<file path="src/rtl/core/tmq_pkg.sv">
// tmq_pkg: shared constants and request/result types for the tagged message queue.
// No dependencies.
package tmq_pkg;

    localparam int ENTRIES   = 16;
    localparam int MAX_BYTES = 64;

    localparam int SLOT_W = (ENTRIES > 1) ? $clog2(ENTRIES) : 1;
    localparam int CNT_W  = $clog2(ENTRIES + 1);
    localparam int IDX_W  = (MAX_BYTES > 1) ? $clog2(MAX_BYTES) : 1;
    localparam int LEN_W  = $clog2(MAX_BYTES + 1);
    localparam int ADDR_W = SLOT_W + IDX_W;
    localparam int DEPTH  = ENTRIES * (2 ** IDX_W);

    localparam logic [1:0] KIND_ENQ      = 2'd0;
    localparam logic [1:0] KIND_DEQ      = 2'd1;
    localparam logic [1:0] KIND_DEQ_RANK = 2'd2;
    localparam logic [1:0] KIND_NONE     = 2'd3;

    localparam logic [1:0] STAT_OK       = 2'd0;
    localparam logic [1:0] STAT_FULL     = 2'd1;
    localparam logic [1:0] STAT_NO_MATCH = 2'd2;
    localparam logic [1:0] STAT_TRUNC    = 2'd3;

    typedef struct packed {
        logic [1:0] kind;
        logic [7:0] rank;
        logic [7:0] data_byte;
        logic       byte_valid;
        logic       last_byte;
    } req_t;

    typedef struct packed {
        logic [1:0] status;
        logic [7:0] out_rank;
        logic [6:0] out_length;
        logic [7:0] out_byte;
        logic       out_byte_valid;
        logic       last_result;
        logic [4:0] entry_count;
    } rsp_t;

endpackage

</file>
<file path="src/rtl/core/tmq_front.sv">
// tmq_front: accepts requests into a two-entry queue, drops unused kinds.
// Depends on tmq_pkg.
module tmq_front (
    input  logic          clk,
    input  logic          rst_n,
    input  logic          start,
    input  tmq_pkg::req_t item,
    output logic          busy,
    output logic          cmd_valid,
    output tmq_pkg::req_t cmd,
    input  logic          cmd_pop
);

    tmq_pkg::req_t buf_reg [2];
    logic          wr_ptr_reg, wr_ptr_next;
    logic          rd_ptr_reg, rd_ptr_next;
    logic [1:0]    count_reg, count_next;
    logic          push;

    assign busy      = (count_reg == 2'd2);
    assign push      = start && !busy && (item.kind != tmq_pkg::KIND_NONE);
    assign cmd_valid = (count_reg != 2'd0);
    assign cmd       = buf_reg[rd_ptr_reg];

    always_comb
    begin
        wr_ptr_next = wr_ptr_reg ^ push;
        rd_ptr_next = rd_ptr_reg ^ (cmd_pop && cmd_valid);
        count_next  = count_reg + 2'(push) - 2'(cmd_pop && cmd_valid);
    end

    always_ff @(posedge clk)
    begin
        if (push)
        begin
            buf_reg[wr_ptr_reg] <= item;
        end
    end

    always_ff @(posedge clk or negedge rst_n)
    begin
        if (!rst_n)
        begin
            wr_ptr_reg <= 1'b0;
            rd_ptr_reg <= 1'b0;
            count_reg  <= 2'd0;
        end
        else
        begin
            wr_ptr_reg <= wr_ptr_next;
            rd_ptr_reg <= rd_ptr_next;
            count_reg  <= count_next;
        end
    end

endmodule

</file>
<file path="config.mk">
export PLATFORM = sky130hd
export DESIGN_NAME = tmq_front
export DESIGN_NICKNAME = d
export VERILOG_FILES = /design/src/rtl/core/tmq_pkg.sv /design/src/rtl/core/tmq_front.sv
export SDC_FILE = /design/constraint.sdc
export NUM_CORES = 1
export LEC_CHECK = 0
export BUFFER_PORTS_ARGS = -buffer_cell sky130_fd_sc_hd__buf_2
export CORE_ASPECT_RATIO = 2
export CORE_UTILIZATION = 45
export DETAILED_ROUTE_END_ITERATION = 8
export PLACE_DENSITY = 0.8
export SKIP_LAST_GASP = 1
export SYNTH_ARGS = -nofsm -noshare
export SYNTH_HDL_FRONTEND = slang
export SYNTH_SLANG_ARGS = --single-unit
</file>
<file path="constraint.sdc">
create_clock -name clk -period 2.24 [get_ports clk]
set_input_delay 0.112 -clock clk [delete_from_list [all_inputs] [get_ports clk]]
set_output_delay 0.112 -clock clk [all_outputs]
set_load 0.03 [all_outputs]
</file>
[Word level (Yosys, flattened, before mapping)]
Memories as Yosys holds them, arrays and structs flattened.
Cells that the tools add are included.
Word-level totals
  output and inout port bits: 22
  memories kept: 1
  RAM bits: 40
  word-level logic and storage cells: 17
  flip-flop bits (word level): 4
Cells by class
  add/sub/neg operators: 2
  muxes and demuxes: 2
  reduce and logical (&&, ||, !) cells: 5
  eq/ne operators: 2
  bitwise operators: 2
Memory list
  buf_reg: words 2, bits a word 20, rd ports 1, clocked after Yosys merged registers in 0, wr ports 1, line tmq_front.sv:14  | tmq_pkg::req_t buf_reg [2];
Operator list (count)
  $logic_and 1x1->1: 3
  $add 2x1->2: 1
  $eq 2x2->1 const B: 1
  $mux 1: 2
  $ne 2x2->1 const B: 1
  $reduce_bool 2->1: 1
  $sub 2x1->2: 1
  $xor 1x1->1: 2
  $logic_not 1->1: 1

[Logic depth before layout (Yosys ltp)]
Gate-level depths: netlist of run 1.
  depth after elaboration: 6
  mapped depth: 7

[Worst setup path before layout of run 1]
No wires, ideal clock.
  kind: flip-flop to flip-flop
  from: reg count_reg[1]
  to: mem buf_reg[1][0] in the netlist's numbering (enable)
  arrival: 1.233 ns
  buffers on the path: 0
  period minus slack after synthesis: 1.611 ns
  library setup time: 0.378 ns
  data required time: 1.862 ns
  cell stages (with the launch flop): 4
  path slack: 0.629 ns
  cell sequence: dfrtp_1 nand2b_1 and3_1 ha_1
On the way
  word-level cells in the longest chain between the ends: 6
RTL lines
  start, declared: line tmq_front.sv:17  | logic [1:0] count_reg, count_next;
  start signal, assigned: line tmq_front.sv:52  | count_reg <= count_next;
  $eq 2x2->1: line tmq_front.sv:20  | assign busy = (count_reg == 2'd2);
  $logic_not 1->1: line tmq_front.sv:21  | assign push = start && !busy && (item.kind != tmq_pkg::KIND_NONE);
  $logic_and 1x1->1 (2 in a row): line tmq_front.sv:21
  $mux 1: line tmq_front.sv:34  | if (push)
  $mux 1 (not written as such): line tmq_front.sv:36  | buf_reg[wr_ptr_reg] <= item;
  end, declared: line tmq_front.sv:14
Every way passes these cells.

[Final worst setup path of run 1]
  from: reg count_reg[0]
  to: mem buf_reg[1][10] in the netlist's numbering (enable)
The elaborated chain is that of the path after synthesis.

==> results of run 1 <==
-- power by group --
group	internal, mW	total [mW]	switching, mW	leakage, nW
Clock	0.217	0.457	0.239	0.0412
Combinational	0.506	1.18	0.677	0.461
Sequential	1.09	1.15	0.0575	0.415
-- logic make-up (layout without fill, tap and decap cells) --
family / count (synthesis) / after routing / synth area share
buffers and inverters: 6 / 65 / 0.0215
AOI/OAI and AO/OA: 1 / 1 / 0.00430
and+or+nand+nor: 5 / 5 / 0.0158
DFF: 44 / 44 / 0.745
xor gates and xnor gates: 3 / 3 / 0.0150
muxes: 20 / 20 / 0.170
adders and majority gates: 4 / 4 / 0.0287
-- worst reg2reg max path, delay by kind of cell (launching register included) --
family / cells / cell delay [ps]
flops: 1 / 380
simple gates: 2 / 340
buf+inv: 1 / 200
fa+ha+maj: 1 / 350
-- metrics by stage --
stage	util	power, mW	instance area, µm²
finish	0.601	2.79	2190
CTS	0.595	2.82	2170
global route	0.601	2.93	2190
detailed placement	0.567	2.36	2070
floorplan	-	2.07	1750
global placement	0.567	2.31	2070
-- layer usage --
layer	vias to the layer above	GRT usage	part of all wire
met5	-	0	0
met4	0	0.103	0.035
met3	7	0.0361	0.049
met2	38	0.215	0.53
met1	408	0.181	0.38
li1	426	-	-
-- path summary, 6_finish.rpt --
path                                    from             end  slack (ps)  cells past startpoint
worst max-delay path            count_reg[0]  buf_reg[1][10]         670                      4
worst min-delay path                item[13]  buf_reg[1][13]          10                      1
worst max register to register  count_reg[0]  buf_reg[1][10]         670                      4
worst min register to register  count_reg[1]    count_reg[1]         530                      1
max in group asynchronous              rst_n    count_reg[1]        1960                      2
min in group asynchronous              rst_n    count_reg[0]         150                      2
-- layout make-up --
type                            instances  area (µm²)  area share
Sequential cell                        44        1300       0.594
Multi-Input combinational cell         33         408       0.186
Timing Repair Buffer                   53         320       0.146
Clock buffer                            6        72.6      0.0331
Tap cell                               49        61.3      0.0280
Inverter                                4        15.0     0.00685
Clock inverter                          2        12.5     0.00571
-- cells in the mapped netlist --
cell and count:
edfxtp_1 40, mux2_4 19, dfrtp_1 4, ha_1 4
inv_1 4, buf_6 2, xnor2_1 2, and3_1 1
mux2_2 1, nand2_1 1, nand2b_1 1, nand3_1 1
o21a_1 1, or2_2 1, xor2_1 1
-- repair_timing --
action                    CTS  global route
hold endpoints to repair    6             4
hold buffers                2             2
resized for setup           0             0
==> metrics.yaml, run 1 <==
yosys:
  yosys_warnings: 0
  ys_types: 15
  syn-instance-count: 83
  synth_top_cells_by_area: "edfxtp_1, mux2_4, dfrtp_1, ha_1, buf_6"
  synth_area_per_cell_um2: 21.0
  yosysTopAreaCell: "edfxtp_1"
  syn_area_um2: 1750
  synth-seq-area-share: 0.745
  synth_seq_cells: 44
  syn_nets: 111
  synth.top_cell.area_share: 0.688
clock_tree:
  tritoncts: "built"
  cts_buffers: 5
  clockBufferDepth: 2
  cts_setup_buffers: 0
  cts_root_buf: "clkbuf_8"
  h-tree-depth: 2
  cts_num_sinks: 44
  clk_pin_slew_worst_paths_ps: 80
  clk_latency_ps: 290
hold_path:
  min_path_type: "input pin to flip-flop"
routing:
  ant_nets: 0
  via_per_inst: 4.60
  totalWireLength_um: 2530
  wl_per_cell_um: 13.3
  vias: 879
  drtPass1Iterations: 4
  drc: 0
  drtIter0Drc: 9
grt:
  grt_max_degree: 16
  grt_pass1_wl_um: 4180
  antenna_found_initial: 0
  grt_pass1_vias: 905
  gr-total-overflow: 0
  grt.total_usage: 0.147
outcome:
  status: "completed"
layout:
  largest_register_ffs: 40
  final_cell_mix: "buf_2, edfxtp_1, mux2_4, clkbuf_8"
  final_common_cell: "buf_2"
  area_delta_synth_final_pct: 25.4
  nFillCells: 300
  final_layout_size_suffix_gt1_frac: 0.542
  num_antenna_cells: 0
  fin_cells: 191
  fin_nets: 169
die:
  rows: 31
  dieArea_um2: 4150
  initial_core_util: 0.479
  io_pins: 46
  die_height_um: 90.1
  coreArea_um2: 3650
  die_x_um: 46.1
sta:
  fin_crit_sh: 0.700
  clock_skew_ps: 10.1
  rsz0062_at_grt: "false"
  drv_slew: 0
  tns_ps: 0
  whs_ps: 11.0
  hold_violations: 0
  fin_crit_ps: 1570
  worst_slew_pin_slew_ps: 331
  layout_setup_ws_ps: 673
  finalSetupViolCount: 0
  fmaxAchievable_mhz: 638
  max_slew_margin: 0.779
flow_run:
  maxCapViolations: 0
setup_path:
  crit_chain: "nand2b_1 -> and3_1 -> ha_1 -> buf_12"
  worstSetupEndpointType: "flip-flop"
  crit_type: "flip-flop to flip-flop"
  slowest_delay_ps: 380
  worstPathRequired_ps: 2240
  critPathTopFamily: "flip-flops"
  path_max_fanout: 15
  crit_buf_inv: 1
  crit_path_start_kind: "flip-flop"
  cp_slowest_cell: "dfrtp_1"
  crit_arrival_ps: 1570
placement:
  gp_congestion: 0.581
  dp_cells: 179
  dp.final_hpwl_um: 1960
  dp_slack_ps: 672
  numPortBuffers: 45
power:
  p_leak_nw: 0.917
  irDropWorstVdd_uv: 914
  power_density_nw_per_um2: 1270
Note: power is estimated with default switching activity, not from simulation.
==> run 2: changes to the inputs <==
clock period = 1.6 ns   (was 2.24 ns; I/O delays follow)
==> metrics.yaml, run 2 (synthesized netlist as in run 1, its figures left out) <==
outcome:
  status: "completed"  # unchanged
layout:
  largest_register_ffs: 40  # unchanged
  fin_cells: 213  # was 191
  utilization: 0.663  # was 0.601
  final_layout_size_suffix_gt1_frac: 0.524  # was 0.542
  final_common_cell: "buf_2"  # unchanged
  final_cell_mix: "buf_2, edfxtp_1, dlygate4sd3_1, mux2_4, buf_4"  # was buf_2, edfxtp_1, mux2_4, clkbuf_8
  fin_nets: 191  # was 169
  num_antenna_cells: 0  # unchanged
  area_delta_synth_final_pct: 38.4  # was 25.4%
  design_area_um2: 2420  # was 2190 µm²
setup_path:
  timing.rr.end: "count_reg[1]"  # was buf_reg[1][10]
  crit_type: "flip-flop to flip-flop"  # unchanged
  reg2reg_slack_ps: 10  # was 670 ps
  worstSetupEndpointType: "flip-flop"  # unchanged
  rr_startpoint: "count_reg[0]"  # unchanged
  reg2regPathDepth: 7  # was 4
  crit_arrival_ps: 1780  # was 1570 ps
  path_max_fanout: 3  # was 15
  worstPathRequired_ps: 1790  # was 2240 ps
  crit_path_start_kind: "flip-flop"  # unchanged
placement:
  dp_cells: 181  # was 179
  dp_slack_ps: -46.4  # was 672 ps
  dp.final_hpwl_um: 2010  # was 1960 µm
  placed_area_um2: 2080  # was 2070 µm²
  gp_congestion: 0.602  # was 0.581
  numPortBuffers: 45  # unchanged
grt:
  grt_pass1_vias: 1060  # was 905
  grt_max_degree: 16  # unchanged
  met1_usage: 0.158  # was 0.181
  grt.total_usage: 0.159  # was 0.147
  top_usage_layer: "met2"  # unchanged
  grtUsageMet3: 0.0482  # was 0.0361
  antenna_found_initial: 0  # unchanged
  gr-total-overflow: 0  # unchanged
  grt_pass1_wl_um: 4600  # was 4180 µm
  met2_usage: 0.266  # was 0.215
sta:
  tns_ps: 0  # unchanged
  max_slew_margin: 0.868  # was 0.779
  clock_skew_ps: 4.77  # was 10.1 ps
  fin_crit_ps: 1590  # was 1570 ps
  worst_slew_pin_slew_ps: 196  # was 331 ps
  hold_violations: 0  # unchanged
  rsz0062_at_grt: "true"  # was false
  layout_setup_ws_ps: 10.4  # was 673 ps
  fmaxAchievable_mhz: 629  # was 638 MHz
  finalSetupViolCount: 0  # unchanged
  fin_crit_sh: 0.994  # was 0.700
  drv_slew: 0  # unchanged
  whs_ps: 28.8  # was 11.0 ps
clock_tree:
  cts_root_buf: "clkbuf_8"  # unchanged
  cts_num_sinks: 44  # unchanged
  clk_pin_slew_worst_paths_ps: 80  # about the same
  clockBufferDepth: 2  # unchanged
  clk_latency_ps: 280  # was 290 ps
  tritoncts: "built"  # unchanged
  cts_buffers: 5  # unchanged
  h-tree-depth: 2  # unchanged
routing:
  drtIter0Drc: 9  # unchanged
  wl_per_cell_um: 13.7  # was 13.3 µm
  vias: 988  # was 879
  drc: 0  # unchanged
  drtPass1Iterations: 4  # unchanged
  ant_nets: 0  # unchanged
  via_per_inst: 4.64  # was 4.60
  totalWireLength_um: 2910  # was 2530 µm
power:
  power.total_mw: 4.12  # was 2.79 mW
  p_leak_nw: 1.02  # was 0.917 nW
  irDropWorstVdd_uv: 1160  # was 914 µV
  power_density_nw_per_um2: 1700  # was 1270 nW/µm²
flow_run:
  maxCapViolations: 0  # unchanged
die:
  coreArea_um2: 3650  # unchanged
  die_height_um: 90.1  # unchanged
  io_pins: 46  # unchanged
  initial_core_util: 0.479  # unchanged
  die_x_um: 46.1  # unchanged
  dieArea_um2: 4150  # unchanged
  rows: 31  # unchanged
hold_path:
  min_path_cells: 1  # unchanged
  hold_start: "item[19]"  # was item[13]
  hold_end: "buf_reg[0][19]"  # was buf_reg[1][13]
  min_path_type: "input pin to flip-flop"  # unchanged
[run 2: what timing repair did]
action                                  in CTS  in global routing
pin swaps                                    2                  1
hold buffers                                20                  0
resized for setup                            4                  1
endpoints found under the setup margin      10                 18
hold endpoints to repair                    42                  0
buffers inserted                             3                  1
[run 2: routing by layer]
metal / wire length [µm] / share of wire / vias to the layer above
met4: 78 / 0.027 / 0
li1: - / - / 471
met5: 0 / 0 / -
met2: 1700 / 0.58 / 35
met3: 98 / 0.034 / 8
met1: 1040 / 0.36 / 474
[run 2: worst max-delay path by stage]
| stage | to | cells past startpoint | startpoint |
|---|---|---|---|
| after global routing | count_reg[1] | 7 | count_reg[0] |
| after CTS | cmd[5] | 3 | rd_ptr_reg |
| after detailed placement | count_reg[1] | 7 | count_reg[0] |
| final | count_reg[1] | 7 | count_reg[0] |
| after floorplan | buf_reg[1][0] | 3 | count_reg[1] |
| after global placement | count_reg[1] | 6 | count_reg[1] |
[run 2: critical path, stage by stage, from the launching register on]
cell	delay [ps]
dfrtp_1	400
nand2b_4	160
nand3_1	100
ha_1	290
inv_1	40
ha_2	180
xnor2_2	140
xnor2_1	200
[run 2: area by class of cell]
cell class	count	area, µm²
sequential	44	1300
inverter	4	15.0
tap	49	61.3
timing repair buffer	75	529
clock buffer	6	72.6
clock inverter	2	11.3
multi-input combinational	33	425
fill	294	1230
[run 2: power by group]
part	leakage, nW	switching (mW)	internal (mW)
sequential	0.414	0.108	1.52
clock	0.0388	0.336	0.302
combinational	0.567	0.999	0.845
total	1.02	1.44	2.67
